$ cat src/design/kwbr_pkg.sv
package kwbr_pkg;

  typedef struct packed {
    logic [1:0] action;
    logic [7:0] rx_byte;
  } in_item_t;

  typedef struct packed {
    logic       tx_valid;
    logic [7:0] tx_byte;
    logic       got_valid;
    logic [1:0] got_field;
    logic [7:0] got_byte;
    logic [7:0] data_index;
    logic       done_res;
    logic [2:0] status;
  } out_item_t;

  typedef struct packed {
    logic [7:0]  byte_timeout;
    logic [15:0] block_timeout;
    logic [7:0]  answer_delay;
  } cfg_t;

  typedef enum logic [2:0] {
    PH_IDLE  = 3'd0,
    PH_FIRST = 3'd1,
    PH_BYTE  = 3'd2,
    PH_DELAY = 3'd3,
    PH_ECHO  = 3'd4,
    PH_END   = 3'd5
  } phase_t;

  localparam logic [1:0] ACT_TICK  = 2'd0;
  localparam logic [1:0] ACT_BYTE  = 2'd1;
  localparam logic [1:0] ACT_START = 2'd2;

  localparam logic [2:0] ST_OK        = 3'd0;
  localparam logic [2:0] ST_NO_START  = 3'd1;
  localparam logic [2:0] ST_BYTE_TO   = 3'd2;
  localparam logic [2:0] ST_ECHO_BAD  = 3'd3;
  localparam logic [2:0] ST_END_TO    = 3'd4;
  localparam logic [2:0] ST_WRONG_END = 3'd5;

  localparam logic [1:0] REG_BYTE_TIMEOUT  = 2'd0;
  localparam logic [1:0] REG_BLOCK_TIMEOUT = 2'd1;
  localparam logic [1:0] REG_ANSWER_DELAY  = 2'd2;

  localparam logic [1:0] FIELD_DATA = 2'd3;
  localparam logic [7:0] HDR_BYTES  = 8'd3;
  localparam logic [7:0] END_MARK   = 8'h03;

  localparam logic [7:0]  RST_BYTE_TIMEOUT  = 8'd40;
  localparam logic [15:0] RST_BLOCK_TIMEOUT = 16'd500;
  localparam logic [7:0]  RST_ANSWER_DELAY  = 8'd2;

endpackage

$ cat src/design/kwbr_cfg.sv
module kwbr_cfg
  import kwbr_pkg::*;
(
  input  logic        clk,
  input  logic        rst_n,
  input  logic        cfg_valid,
  output logic        cfg_ready,
  input  logic [1:0]  cfg_index,
  input  logic [15:0] cfg_data,
  output cfg_t        cfg
);

  cfg_t cfg_r;
  cfg_t cfg_nxt;

  assign cfg_ready = 1'b1;
  assign cfg = cfg_r;

  always_comb begin
    cfg_nxt = cfg_r;
    if (cfg_valid) begin
      case (cfg_index)
        REG_BYTE_TIMEOUT:  cfg_nxt.byte_timeout = cfg_data[7:0];
        REG_BLOCK_TIMEOUT: cfg_nxt.block_timeout = cfg_data;
        REG_ANSWER_DELAY:  cfg_nxt.answer_delay = cfg_data[7:0];
        default:           cfg_nxt = cfg_r;
      endcase
    end
  end

  always_ff @(posedge clk) begin
    if (!rst_n) begin
      cfg_r.byte_timeout  <= RST_BYTE_TIMEOUT;
      cfg_r.block_timeout <= RST_BLOCK_TIMEOUT;
      cfg_r.answer_delay  <= RST_ANSWER_DELAY;
    end else begin
      cfg_r <= cfg_nxt;
    end
  end

endmodule

$ cat src/design/kwbr_in_stage.sv
module kwbr_in_stage
  import kwbr_pkg::*;
(
  input  logic     clk,
  input  logic     rst_n,
  input  logic     in_valid,
  output logic     in_stall,
  input  in_item_t in_item,
  input  logic     out_free,
  output logic     fire,
  output in_item_t item
);

  logic     valid_r;
  logic     valid_nxt;
  in_item_t item_r;

  assign fire = valid_r && out_free;
  assign in_stall = valid_r && !out_free;
  assign item = item_r;

  always_comb begin
    valid_nxt = valid_r;
    if (!in_stall) begin
      valid_nxt = in_valid;
    end
  end

  always_ff @(posedge clk) begin
    if (!rst_n) begin
      valid_r <= 1'b0;
    end else begin
      valid_r <= valid_nxt;
    end
  end

  always_ff @(posedge clk) begin
    if (in_valid && !in_stall) begin
      item_r <= in_item;
    end
  end

endmodule

$ cat src/design/kwbr_step.sv
module kwbr_step
  import kwbr_pkg::*;
(
  input  logic      clk,
  input  logic      rst_n,
  input  logic      fire,
  input  in_item_t  item,
  input  cfg_t      cfg,
  output logic      res_valid,
  output out_item_t res
);

  phase_t      phase_r, phase_nxt;
  logic [15:0] countdown_r, countdown_nxt;
  logic [7:0]  echo_r, echo_nxt;
  logic [7:0]  pos_r, pos_nxt;
  logic [7:0]  len_r, len_nxt;

  logic [1:0] field;
  logic [7:0] idx;
  logic [8:0] next_pos;
  logic [8:0] end_pos;
  logic       cd_expired;

  assign field = (pos_r < HDR_BYTES) ? pos_r[1:0] : FIELD_DATA;
  assign idx = (pos_r >= HDR_BYTES) ? (pos_r - HDR_BYTES) : 8'd0;
  assign next_pos = {1'b0, pos_r} + 9'd1;
  assign end_pos = {1'b0, (len_r > HDR_BYTES) ? len_r : HDR_BYTES};
  assign cd_expired = (countdown_r <= 16'd1);

  always_comb begin
    phase_nxt = phase_r;
    countdown_nxt = countdown_r;
    echo_nxt = echo_r;
    pos_nxt = pos_r;
    len_nxt = len_r;
    res_valid = 1'b0;
    res = '0;
    case (item.action)
      ACT_START: begin
        phase_nxt = PH_FIRST;
        countdown_nxt = cfg.block_timeout;
        pos_nxt = 8'd0;
        len_nxt = 8'd0;
        echo_nxt = 8'd0;
      end
      ACT_TICK: begin
        case (phase_r)
          PH_FIRST, PH_BYTE, PH_END: begin
            if (cd_expired) begin
              phase_nxt = PH_IDLE;
              countdown_nxt = 16'd0;
              res_valid = 1'b1;
              res.done_res = 1'b1;
              res.status = (phase_r == PH_FIRST) ? ST_NO_START :
                           (phase_r == PH_BYTE) ? ST_BYTE_TO : ST_END_TO;
            end else begin
              countdown_nxt = countdown_r - 16'd1;
            end
          end
          PH_DELAY: begin
            if (cd_expired) begin
              phase_nxt = PH_ECHO;
              countdown_nxt = 16'd0;
              res_valid = 1'b1;
              res.tx_valid = 1'b1;
              res.tx_byte = echo_r;
            end else begin
              countdown_nxt = countdown_r - 16'd1;
            end
          end
          default: begin
            phase_nxt = phase_r;
          end
        endcase
      end
      ACT_BYTE: begin
        case (phase_r)
          PH_FIRST, PH_BYTE: begin
            if (pos_r == 8'd0) begin
              len_nxt = item.rx_byte;
            end
            echo_nxt = ~item.rx_byte;
            res_valid = 1'b1;
            res.got_valid = 1'b1;
            res.got_field = field;
            res.got_byte = item.rx_byte;
            res.data_index = idx;
            if (cfg.answer_delay == 8'd0) begin
              countdown_nxt = 16'd0;
              phase_nxt = PH_ECHO;
              res.tx_valid = 1'b1;
              res.tx_byte = ~item.rx_byte;
            end else begin
              countdown_nxt = {8'd0, cfg.answer_delay};
              phase_nxt = PH_DELAY;
            end
          end
          PH_ECHO: begin
            if (item.rx_byte != echo_r) begin
              phase_nxt = PH_IDLE;
              countdown_nxt = 16'd0;
              res_valid = 1'b1;
              res.done_res = 1'b1;
              res.status = ST_ECHO_BAD;
            end else begin
              pos_nxt = next_pos[7:0];
              phase_nxt = (next_pos >= end_pos) ? PH_END : PH_BYTE;
              countdown_nxt = {8'd0, cfg.byte_timeout};
            end
          end
          PH_END: begin
            phase_nxt = PH_IDLE;
            countdown_nxt = 16'd0;
            res_valid = 1'b1;
            res.done_res = 1'b1;
            res.status = (item.rx_byte == END_MARK) ? ST_OK : ST_WRONG_END;
          end
          default: begin
            phase_nxt = phase_r;
          end
        endcase
      end
      default: begin
        phase_nxt = phase_r;
      end
    endcase
  end

  always_ff @(posedge clk) begin
    if (!rst_n) begin
      phase_r <= PH_IDLE;
      countdown_r <= 16'd0;
      echo_r <= 8'd0;
      pos_r <= 8'd0;
      len_r <= 8'd0;
    end else if (fire) begin
      phase_r <= phase_nxt;
      countdown_r <= countdown_nxt;
      echo_r <= echo_nxt;
      pos_r <= pos_nxt;
      len_r <= len_nxt;
    end
  end

endmodule

$ cat src/design/kwbr_out_stage.sv
module kwbr_out_stage
  import kwbr_pkg::*;
(
  input  logic      clk,
  input  logic      rst_n,
  input  logic      fire,
  input  logic      res_valid,
  input  out_item_t res,
  output logic      out_free,
  output logic      out_valid,
  input  logic      out_stall,
  output out_item_t out_item
);

  logic      valid_r;
  logic      valid_nxt;
  out_item_t item_r;

  assign out_free = !valid_r || !out_stall;
  assign out_valid = valid_r;
  assign out_item = item_r;

  always_comb begin
    valid_nxt = valid_r;
    if (fire) begin
      valid_nxt = res_valid;
    end else if (!out_stall) begin
      valid_nxt = 1'b0;
    end
  end

  always_ff @(posedge clk) begin
    if (!rst_n) begin
      valid_r <= 1'b0;
    end else begin
      valid_r <= valid_nxt;
    end
  end

  always_ff @(posedge clk) begin
    if (fire && res_valid) begin
      item_r <= res;
    end
  end

endmodule

$ cat src/design/kw1281_block_receiver_top.sv
// An accepted item waits in the input register until the result register is free;
// its result, if it has one, is then registered in the result register.
// Throughput: one item per cycle while out_stall is low; a stalled result register
// also holds the input register. The block state advances once per item.
// Reset (synchronous, rst_n low) returns the receiver to idle, empties both
// registers and loads the timing registers with their default values.
module kw1281_block_receiver_top
  import kwbr_pkg::*;
(
  input  logic        clk,
  input  logic        rst_n,
  input  logic        in_valid,
  output logic        in_stall,
  input  in_item_t    in_item,
  output logic        out_valid,
  input  logic        out_stall,
  output out_item_t   out_item,
  input  logic        cfg_valid,
  output logic        cfg_ready,
  input  logic [1:0]  cfg_index,
  input  logic [15:0] cfg_data
);

  cfg_t      cfg;
  logic      out_free;
  logic      fire;
  in_item_t  item;
  logic      res_valid;
  out_item_t res;

  kwbr_cfg u_cfg (
    .clk       (clk),
    .rst_n     (rst_n),
    .cfg_valid (cfg_valid),
    .cfg_ready (cfg_ready),
    .cfg_index (cfg_index),
    .cfg_data  (cfg_data),
    .cfg       (cfg)
  );

  kwbr_in_stage u_in (
    .clk      (clk),
    .rst_n    (rst_n),
    .in_valid (in_valid),
    .in_stall (in_stall),
    .in_item  (in_item),
    .out_free (out_free),
    .fire     (fire),
    .item     (item)
  );

  kwbr_step u_step (
    .clk       (clk),
    .rst_n     (rst_n),
    .fire      (fire),
    .item      (item),
    .cfg       (cfg),
    .res_valid (res_valid),
    .res       (res)
  );

  kwbr_out_stage u_out (
    .clk       (clk),
    .rst_n     (rst_n),
    .fire      (fire),
    .res_valid (res_valid),
    .res       (res),
    .out_free  (out_free),
    .out_valid (out_valid),
    .out_stall (out_stall),
    .out_item  (out_item)
  );

endmodule

$ cat config.mk
export PLATFORM = sky130hd
export DESIGN_NAME = kw1281_block_receiver_top
export DESIGN_NICKNAME = d
export VERILOG_FILES = /design/src/design/kwbr_pkg.sv /design/src/design/kwbr_cfg.sv /design/src/design/kwbr_in_stage.sv /design/src/design/kwbr_step.sv /design/src/design/kwbr_out_stage.sv /design/src/design/kw1281_block_receiver_top.sv
export SDC_FILE = /design/constraint.sdc
export NUM_CORES = 1
export LEC_CHECK = 0
export ABC_AREA = 1
export BUFFER_PORTS_ARGS = -buffer_cell sky130_fd_sc_hd__buf_4
export CAP_MARGIN = 20
export CORE_MARGIN = 2
export CORE_UTILIZATION = 30
export CTS_BUF_LIST = sky130_fd_sc_hd__clkbuf_4 sky130_fd_sc_hd__clkbuf_8 sky130_fd_sc_hd__clkbuf_16
export DETAILED_ROUTE_END_ITERATION = 10
export SLEW_MARGIN = 30
export SYNTH_ARGS = -nofsm -noshare
export SYNTH_HDL_FRONTEND = slang
export SYNTH_SLANG_ARGS = --single-unit
$ cat constraint.sdc
create_clock -name clk -period 2.75 [get_ports clk]
set_input_delay 0 -clock clk [delete_from_list [all_inputs] [get_ports clk]]
set_output_delay 0 -clock clk [all_outputs]
set_load 0.1 [all_outputs]
### Yosys cells after proc, flatten, opt, wreduce, memory -nomap -nowiden

Index checks and enable logic that the tools add are counted.

| word-level totals | value |
|---|---|
| flip-flop bits (word level) | 119 |
| input bits | 33 |
| output and inout port bits | 35 |

| cells by class | value |
|---|---|
| add/subtract/negate cells | 3 |
| $lt $le $gt $ge | 5 |
| eq/ne operators | 21 |
| multiplexer cells | 45 |
| bitwise logic cells | 1 |
| reduce and logical (&&, ||, !) cells | 28 |

Operator list:

| operator | count |
|---|---|
| case mux 16 bit (3 select lines) | 2 |
| 2-to-1 mux 8 bit | 9 |
| case mux 8 bit (2 select lines) | 3 |
| 2-to-1 mux 16 bit | 2 |
| 2-to-1 mux 28 bit | 1 |
| 2-to-1 mux 9 bit | 3 |
| 2-to-1 mux 3 bit | 8 |
| case mux 3 bit (3 select lines) | 2 |
| case mux 9 bit (2 select lines) | 1 |
| <= comparator 16 x 1 -> 1 bit (second input constant) | 1 |
| logical NOT 8 bit | 2 |
| case mux 4 bit (2 select lines) | 2 |
| subtractor 16 x 1 -> 16 bit (second input constant) | 1 |
| 2-to-1 mux 4 bit | 3 |
| AND reduction 4 bit | 3 |
| adder 8 x 1 -> 9 bit (second input constant) | 1 |
| >= comparator 9 x 8 -> 1 bit | 1 |
| == test 8 x 2 -> 1 bit (second input constant) | 1 |
| >= comparator 8 x 2 -> 1 bit (second input constant) | 1 |
| greater-than comparator 8 x 2 -> 1 bit (second input constant) | 1 |
| less-than comparator 8 x 2 -> 1 bit (second input constant) | 1 |
| != test 2 bit (second input constant) | 4 |
| != test 8 bit | 1 |
| inverter 8 bit | 1 |
| 26 further kinds | 48 |

### Logic depth before layout (Yosys ltp)

Gate-level depths: netlist (run 1).

| logic depth | value |
|---|---|
| word-level depth | 7 |
| mapped depth | 18 |

### Modules after synthesis

A second synthesis (run 1) with hierarchy kept.

| second synthesis, totals | value |
|---|---|
| cells, all modules | 805 |
| area total of the unflattened synthesis | 6079.6 µm² |

By module, submodules not included:

| module | times used | cells each | area each (µm²) |
|---|---|---|---|
| kwbr_step | 1 | 552 | 3359.5 |
| kwbr_cfg | 1 | 193 | 1341.3 |
| kwbr_out_stage | 1 | 40 | 1018.5 |
| kwbr_in_stage | 1 | 20 | 360.3 |

### Worst setup path after synthesis (run 1)

OpenSTA, ideal clock, no wires.

| timing | value |
|---|---|
| kind | reg2reg |
| start point | reg u_out.valid_r (netlist: u_out.out_valid) |
| end point | reg u_in.item_r (netlist bit u_in.item[0]), enable pin |
| library setup time | 0.283 ns |
| arrival time | 2.860 ns |
| required time | 2.467 ns |
| setup slack | -0.394 ns |
| stages on the path, launching flop included | 6 |
| path buffers | 0 |
| clock period less this slack | 3.144 ns |
| cell sequence | dfxtp_1 -> nand2_1 -> nor2_1 -> inv_1 -> nand2_1 -> inv_1 |

| on the way | value |
|---|---|
| word-level cells in the longest chain between the ends | 6 |

Ends and longest elaborated chain:

| element | line | source |
|---|---|---|
| start: declaration | kwbr_out_stage.sv:15 | `logic valid_r;` |
| start signal: assignment | kwbr_out_stage.sv:36 | `valid_r <= valid_nxt;` |
| logical NOT 1 bit | kwbr_out_stage.sv:19 | `assign out_free = !valid_r \|\| !out_stall;` |
| logical OR 1 bit | kwbr_out_stage.sv:19 |  |
| logical NOT 1 bit | kwbr_in_stage.sv:19 | `assign in_stall = valid_r && !out_free;` |
| logical AND 1 bit | kwbr_in_stage.sv:19 |  |
| via in_stall | kw1281_block_receiver_top.sv:13 | `output logic in_stall,` |
| logical NOT 1 bit | n/a |  |
| logical AND 1 bit | kwbr_in_stage.sv:38 | `if (in_valid && !in_stall) begin` |
| end signal: assignment | kwbr_in_stage.sv:39 | `item_r <= in_item;` |
| end: declaration | kwbr_in_stage.sv:16 | `in_item_t item_r;` |

The timed path passes the listed nets, and every way through them passes these cells.
A chain may end at the register's enable or synchronous reset.

### Worst setup path after layout (run 1)

| timing | value |
|---|---|
| start point | reg u_step.pos_r[0] |
| end point | reg u_step.phase_r[0] |

| on the way | value |
|---|---|
| word-level cells in the longest chain between the ends | 6 |

Ends and longest elaborated chain:

| element | line | source |
|---|---|---|
| start: declaration | kwbr_step.sv:16 | `logic [7:0] pos_r, pos_nxt;` |
| start signal: assignment | kwbr_step.sv:141 | `pos_r <= pos_nxt;` |
| adder 8 x 1 -> 9 bit | kwbr_step.sv:27 | `assign next_pos = {1'b0, pos_r} + 9'd1;` |
| >= comparator 9 x 8 -> 1 bit | kwbr_step.sv:108 | `phase_nxt = (next_pos >= end_pos) ? PH_END : PH_BYTE;` |
| 2-to-1 mux 3 bit | kwbr_step.sv:108 |  |
| 2-to-1 mux 3 bit | kwbr_step.sv:100 | `if (item.rx_byte != echo_r) begin` |
| case mux 3 bit (3 select lines) | kwbr_step.sv:78 | `case (phase_r)` |
| case mux 3 bit (3 select lines) | kwbr_step.sv:39 | `case (item.action)` |
| end signal: assignment | kwbr_step.sv:138 | `phase_r <= phase_nxt;` |
| end: declaration | kwbr_step.sv:13 | `phase_t phase_r, phase_nxt;` |

No other way between the ends.

==> results_dict.tcl, run 1 <==
set metrics [dict create \
    clk_pin_slew_ns 0.06 \
    path_cells "ha_1, nand2_1, nor2_1, xor2_1, ha_1, nand2_1, inv_1, nand2_1, nand3_1, nand2_1, nand2_1, nand2_1, nand2_1, nand2_1, nand2_1, nand2_1, a21oi_1" \
    hpwlAfterDp_um 10400 \
    setup_ws_ns 0.480 \
    total_power_mw 4.71 \
    wl_per_cell_um 12.9 \
    die_y_um 144 \
    layout.nets 911 \
    fin_crit_ns 2.27 \
    diodes 0 \
    viasPerCell 4.64 \
    syn_to_final_growth_pct 28.2 \
    top_usage_layer "met2" \
    rows 51 \
    crit_fanout 7 \
    grt_util_met1 0.200 \
    hold_viol 0 \
    synthCells 763 \
    period_share 0.826 \
    drt_iter0_markers 362 \
    ios 68 \
    grt_pass1_vias 5067 \
    io_buffers 66 \
    ant_nets 0 \
    clock-sinks 119 \
    min-delay-start "cfg_index[1]" \
    crit_arrival_ns 2.58 \
    syn_nets 812 \
    ys.flop_type "dfxtp_1" \
    yosys_warnings 0 \
    ctsResizeCount 0 \
    rsz0062_at_grt "no" \
    grt_pass1_wl_um 24900 \
    first_pass_iters 5 \
    regToRegSetupSlack_ns 0.48 \
    cts_tree "yes" \
    clkLatencyLatePin_ns 0.43 \
    min_to "u_cfg.cfg[25]" \
    antenna_found_initial 0 \
    start_util 0.304 \
    avgSynthCellArea_um2 7.74 \
    cpMostUsedCell "nand2_1" \
    die-area_um2 20800 \
    synth-async-reset-ratio 0 \
    tightestPinTransition_ns 0.790 \
    ys_seq_area_frac 0.475 \
    p_leak_nw 3.24 \
    synth_top_area_share 0.261 \
    slowest_delay_ns 0.43 \
    fin_cells 1140 \
    grt_util_met2 0.242 \
    critical_path_required_ns 3.06 \
    cts_max_level 4 \
    clock.fmax_mhz 440 \
    ff2ff_path_depth 17 \
    drv_slew 0 \
    worst_ir_drop_vdd_mv 0.470 \
    whs_path_depth 4 \
    synthTopCellsByArea "dfxtp_1 26%, edfxtp_1 21%, nand2_1 9.8%" \
    drive_gt1_frac 0.147 \
    r2r_start "u_step.pos_r[0]" \
    yosys.cell_count.top_type "nand2_1" \
    crit_slowest_cell "dfxtp_1" \
    fin_skew_ns 0.0101 \
    power_density_nw_per_um2 622 \
    yosysTopAreaCell "dfxtp_1" \
    synth_area_um2 5910 \
    min_path_type "input pin to flip-flop" \
    core_um2 19400 \
    postLayoutCoreUtil 0.390 \
    grt_max_degree 59 \
    tns_ns 0 \
    grtUsageTotal 0.153 \
    setup_viol 0 \
    slew_headroom 0.473 \
    cp-start-kind "flip-flop" \
    dieWidth_um 144 \
    vias 5288 \
    critPathCaptureType "flip-flop" \
    cts_max_path_buffers 2 \
    synth_edf_count 42 \
    ys_ff_latch 119 \
    ys_top_cells_by_count "154 x nand2_1, 97 x nor2_1, 94 x inv_1" \
    cts_buffers 17 \
    cap_violations 0 \
    use_met3 0.0384 \
    gp_congestion 0.807 \
    status "complete, no violations" \
    post-place-cells 1074 \
    drcViolationCount 0 \
    critPathKind "flip-flop to flip-flop" \
    grt_overflow 0 \
    timing.rr.end "u_step.phase_r[0]" \
    synthDistinctLibCells 42 \
    finalWirelength_um 14800 \
    place_ws_ns 0.515 \
    root_buffer "clkbuf_16" \
]
## power by group
group	switching (mW)	internal, mW	leakage [nW]	total [mW]
logic	0.410	0.234	1.93	0.644
clock network	0.844	1.27	0.272	2.12
registers	0.0534	1.89	1.04	1.95
## flip-flops by register name (all words and copies together), names as in the netlist
name and flops:
u_out.out_valid 1, u_step.len_r 8, u_step.phase_r 3, u_step.pos_r 8, u_cfg.cfg 32, u_step.echo_r 8, u_in.item 10, u_step.countdown_r 16
u_out.out_item 32, u_in.valid_r 1
## critical path, delay by kind of cell, from the launching register on
family | cells | cell delay (ns)
buf+inv | 1 | 0.04
simple gates | 12 | 0.90
compound gates | 1 | 0.06
xor+xnor | 1 | 0.21
flops | 1 | 0.43
fa+ha+maj | 2 | 0.52
## layout make-up
| type | count | area (um^2) |
|---|---|---|
| Clock buffer | 19 | 440 |
| Clock inverter | 13 | 124 |
| Fill cell | 2028 | 11800 |
| Inverter | 101 | 382 |
| Multi-Input combinational cell | 517 | 2600 |
| Sequential cell | 119 | 2800 |
| Tap cell | 265 | 332 |
| Timing Repair Buffer | 106 | 893 |
## placed cells by master, fill, tap and decap left out, types with 34 or more instances in the layout
master and instances:
a21oi_1 76, buf_4 71, dfxtp_1 77, dlygate4sd3_1 34
edfxtp_1 42, inv_1 94, nand2_1 154, nand3_1 34
nor2_1 96, o21ai_0 66
## worst max-delay path by stage
stage	start	to	slack, ns	cells after the start
after detailed placement	u_step.pos_r[0]	u_step.phase_r[0]	0.52	17
after CTS	u_step.pos_r[0]	u_step.phase_r[0]	0.49	17
final	u_step.pos_r[0]	u_step.phase_r[0]	0.48	17
after global routing	u_step.pos_r[0]	u_step.phase_r[0]	0.18	17
after global placement	u_step.pos_r[0]	u_step.phase_r[0]	0.55	17
after floorplan	u_out.out_valid	u_in.item[0]	0.09	5
## routing by layer
metal  vias up  part of all wire
li1       2725                 -
met1      2409              0.48
met2       133              0.46
met3        21             0.049
met4         0             0.016
met5         -                 0
## cell families after synthesis
logic type	Yosys count	synth area share
compound gates	175	0.165
xor+xnor	11	0.0163
fa+ha+maj	16	0.0339
buf+inv	127	0.0862
flops	119	0.475
other cells	1	0.000635
simple gates	314	0.224
## metrics by stage
step                      instance area (um^2)  hold WS [ns]
after global placement                    6670         0.180
final                                     7570        0.0362
after floorplan                           5910        0.0989
after global routing                      7570        0.0711
after detailed placement                  6670         0.179
after CTS                                 7570       0.00156
## repair_timing
action                    4_1_cts  5_1_grt
setup buffers                   0        0
hold endpoints to repair       44        0
hold buffers                   34        0
Power figures use the tool's default switching activity.
==> run 2, diff against run 1 <==
- clock period: 2.75 -> 1.9 ns (I/O delays scaled with it)
==> run 2 against run 1 <==
Compared with the run above: the flow now finishes with violations (setup timing); die area is the same; design area up 9.0%; sequential share of layout area fell by 2.9 points; combinational power rose by 69%; register-to-register slack lost 0.62 ns; highest routed layer unchanged; utilization increased by 3.5 points; critical path depth unchanged; largest cell class unchanged; final cell count is 4.7% higher; first-iteration DRC count shrank 1.7%.
==> results_dict.tcl, run 2 (same netlist as run 1, synthesis figures left out) <==
set metrics [dict create \
    status "finished, violations left" \
    violations "setup timing" \
    slew_headroom 0.629 \
    clk_pin_slew_ns 0.06 \
    grt_pass1_wl_um 25100 \
    intPower_mw 5.40 \
    dieWidth_um 144 \
    min_path_type "input pin to flip-flop" \
    slowest_delay_ns 0.34 \
    setup_viol 35 \
    layout.nets 965 \
    critPathCaptureType "flip-flop" \
    mostFrequentLayoutCell "nand2_1" \
    wl_per_cell_um 13.0 \
    antenna_found_initial 0 \
    core_um2 19400 \
    cts_tree "yes" \
    regToRegSetupSlack_ns -0.14 \
    grt_pass1_vias 5242 \
    critical_path_required_ns 2.25 \
    p_leak_nw 3.58 \
    vias 5502 \
    period_share 1.07 \
    syn_to_final_growth_pct 39.7 \
    fillCellCount 1979 \
    finalWirelength_um 15500 \
    most-common-layout-cells "149 x nand2_1, 123 x buf_4, 93 x inv_1" \
    critPathKind "flip-flop to flip-flop" \
    cpMostUsedCell "nand2_1" \
    switchingPower_mw 1.96 \
    drive_gt1_frac 0.227 \
    cap_violations 0 \
    path_cells "nor4_4, nand3_2, nand2_1, inv_1, ha_1, nand2_1, nor2_1, nand2_1, nand3_1, nand2_1, nand2_1, nand2_1, nand2_2, nand2_2, nand2_1, nand2_1, a21oi_2" \
    cts_max_path_buffers 2 \
    holdWs_ns 0.0378 \
    rows 51 \
    cts_buffers 17 \
    place_ws_ns -0.147 \
    start_util 0.304 \
    crit_slowest_cell "dfxtp_2" \
    crit_fanout 2 \
    die-area_um2 20800 \
    hpwlAfterDp_um 10900 \
    clkLatencyLatePin_ns 0.42 \
    diodes 0 \
    clock-sinks 119 \
    drv_slew 0 \
    drcViolationCount 0 \
    cp_num_buf_inv 1 \
    crit_arrival_ns 2.39 \
    p_clk_frac 0.470 \
    root_buffer "clkbuf_16" \
    grt_overflow 0 \
    io_buffers 66 \
    power_density_nw_per_um2 892 \
    fin_crit_ns 2.04 \
    gp_congestion 0.852 \
    design_area_um2 8250 \
    drt_iter0_markers 356 \
    comb_power_share 0.149 \
    clock.fmax_mhz 490 \
    setup_ws_ns -0.141 \
    grt_max_degree 58 \
    dpl-instance-area_um2 7160 \
    fin_skew_ns 0.00907 \
    viasPerCell 4.61 \
    seq_power_share 0.381 \
    ant_nets 0 \
    tightestPinTransition_ns 0.556 \
    cts_max_level 4 \
    die_y_um 144 \
    grtUsageTotal 0.155 \
    hold_viol 0 \
    ios 68 \
    worst_ir_drop_vdd_mv 0.643 \
    sw_frac_of_total 0.266 \
    first_pass_iters 7 \
    crit_family "simple AND/OR/NAND/NOR gates" \
    cp-start-kind "flip-flop" \
    rsz0062_at_grt "yes" \
]
-- run 2: power groups by stage --
stage	Sequential (mW)	Clock, mW	Combinational [mW]
final	2.81	3.46	1.09
after floorplan	2.89	0	0.617
after CTS	2.80	3.52	1.07
after global routing	2.82	3.62	1.22
after global placement	2.85	0	1.00
after detailed placement	2.86	0	1.01
-- run 2: routing by layer --
metal  up-vias  wire [um]  track usage
met5         -          0            0
met4         0        233       0.0583
met3        19        706       0.0341
met2       131       7270        0.258
met1      2511       7330        0.195
li1       2841          -            -
-- run 2: worst paths after layout --
check                 endpoint       startpoint  cells past startpoint
max          u_step.phase_r[0]  u_step.len_r[4]                     17
max reg2reg  u_step.phase_r[0]  u_step.len_r[4]                     17
min reg2reg      u_cfg.cfg[31]    u_cfg.cfg[31]                      2
min              u_cfg.cfg[27]     cfg_index[0]                      5
-- run 2: area by class of cell --
| class | instances | area [um^2] | area share |
|---|---|---|---|
| repair buffers | 160 | 1350 | 0.164 |
| clock buffers | 18 | 433 | 0.0525 |
| inverters | 101 | 390 | 0.0473 |
| multi-input cells | 517 | 2730 | 0.331 |
| flip-flops and latches | 119 | 2820 | 0.341 |
| clock inverters | 14 | 198 | 0.0240 |
| well taps | 265 | 332 | 0.0402 |
-- run 2: worst register-to-register path: cells and delay by family (launching register included) --
kind / cells / cell delay, ns
adder cells (fa/ha/maj): 1 / 0.26
AND/OR/NAND/NOR: 14 / 1.23
flip-flops: 1 / 0.34
AO/OA/AOI/OAI: 1 / 0.12
buffers and inverters: 1 / 0.05
-- run 2: what timing repair did --
item	4_1_cts	5_1_grt
hold endpoints to repair	44	0
pin swaps	17	11
setup buffers	1	1
resized for setup	10	20
hold buffers	29	0
endpoints found under the setup margin	3	69
cloned	0	2
-- run 2: per-stage QoR --
step | util | total power, mW | TNS (ns) | std cells
final | 0.425 | 7.36 | -1.00 | 1194
after detailed placement | 0.369 | 3.86 | -0.341 | 1129
after CTS | 0.419 | 7.39 | -0.221 | 1191
after global routing | 0.425 | 7.67 | -5.21 | 1194
after floorplan | - | 3.51 | -2.83 | 763
after global placement | 0.369 | 3.85 | -0.258 | 1129
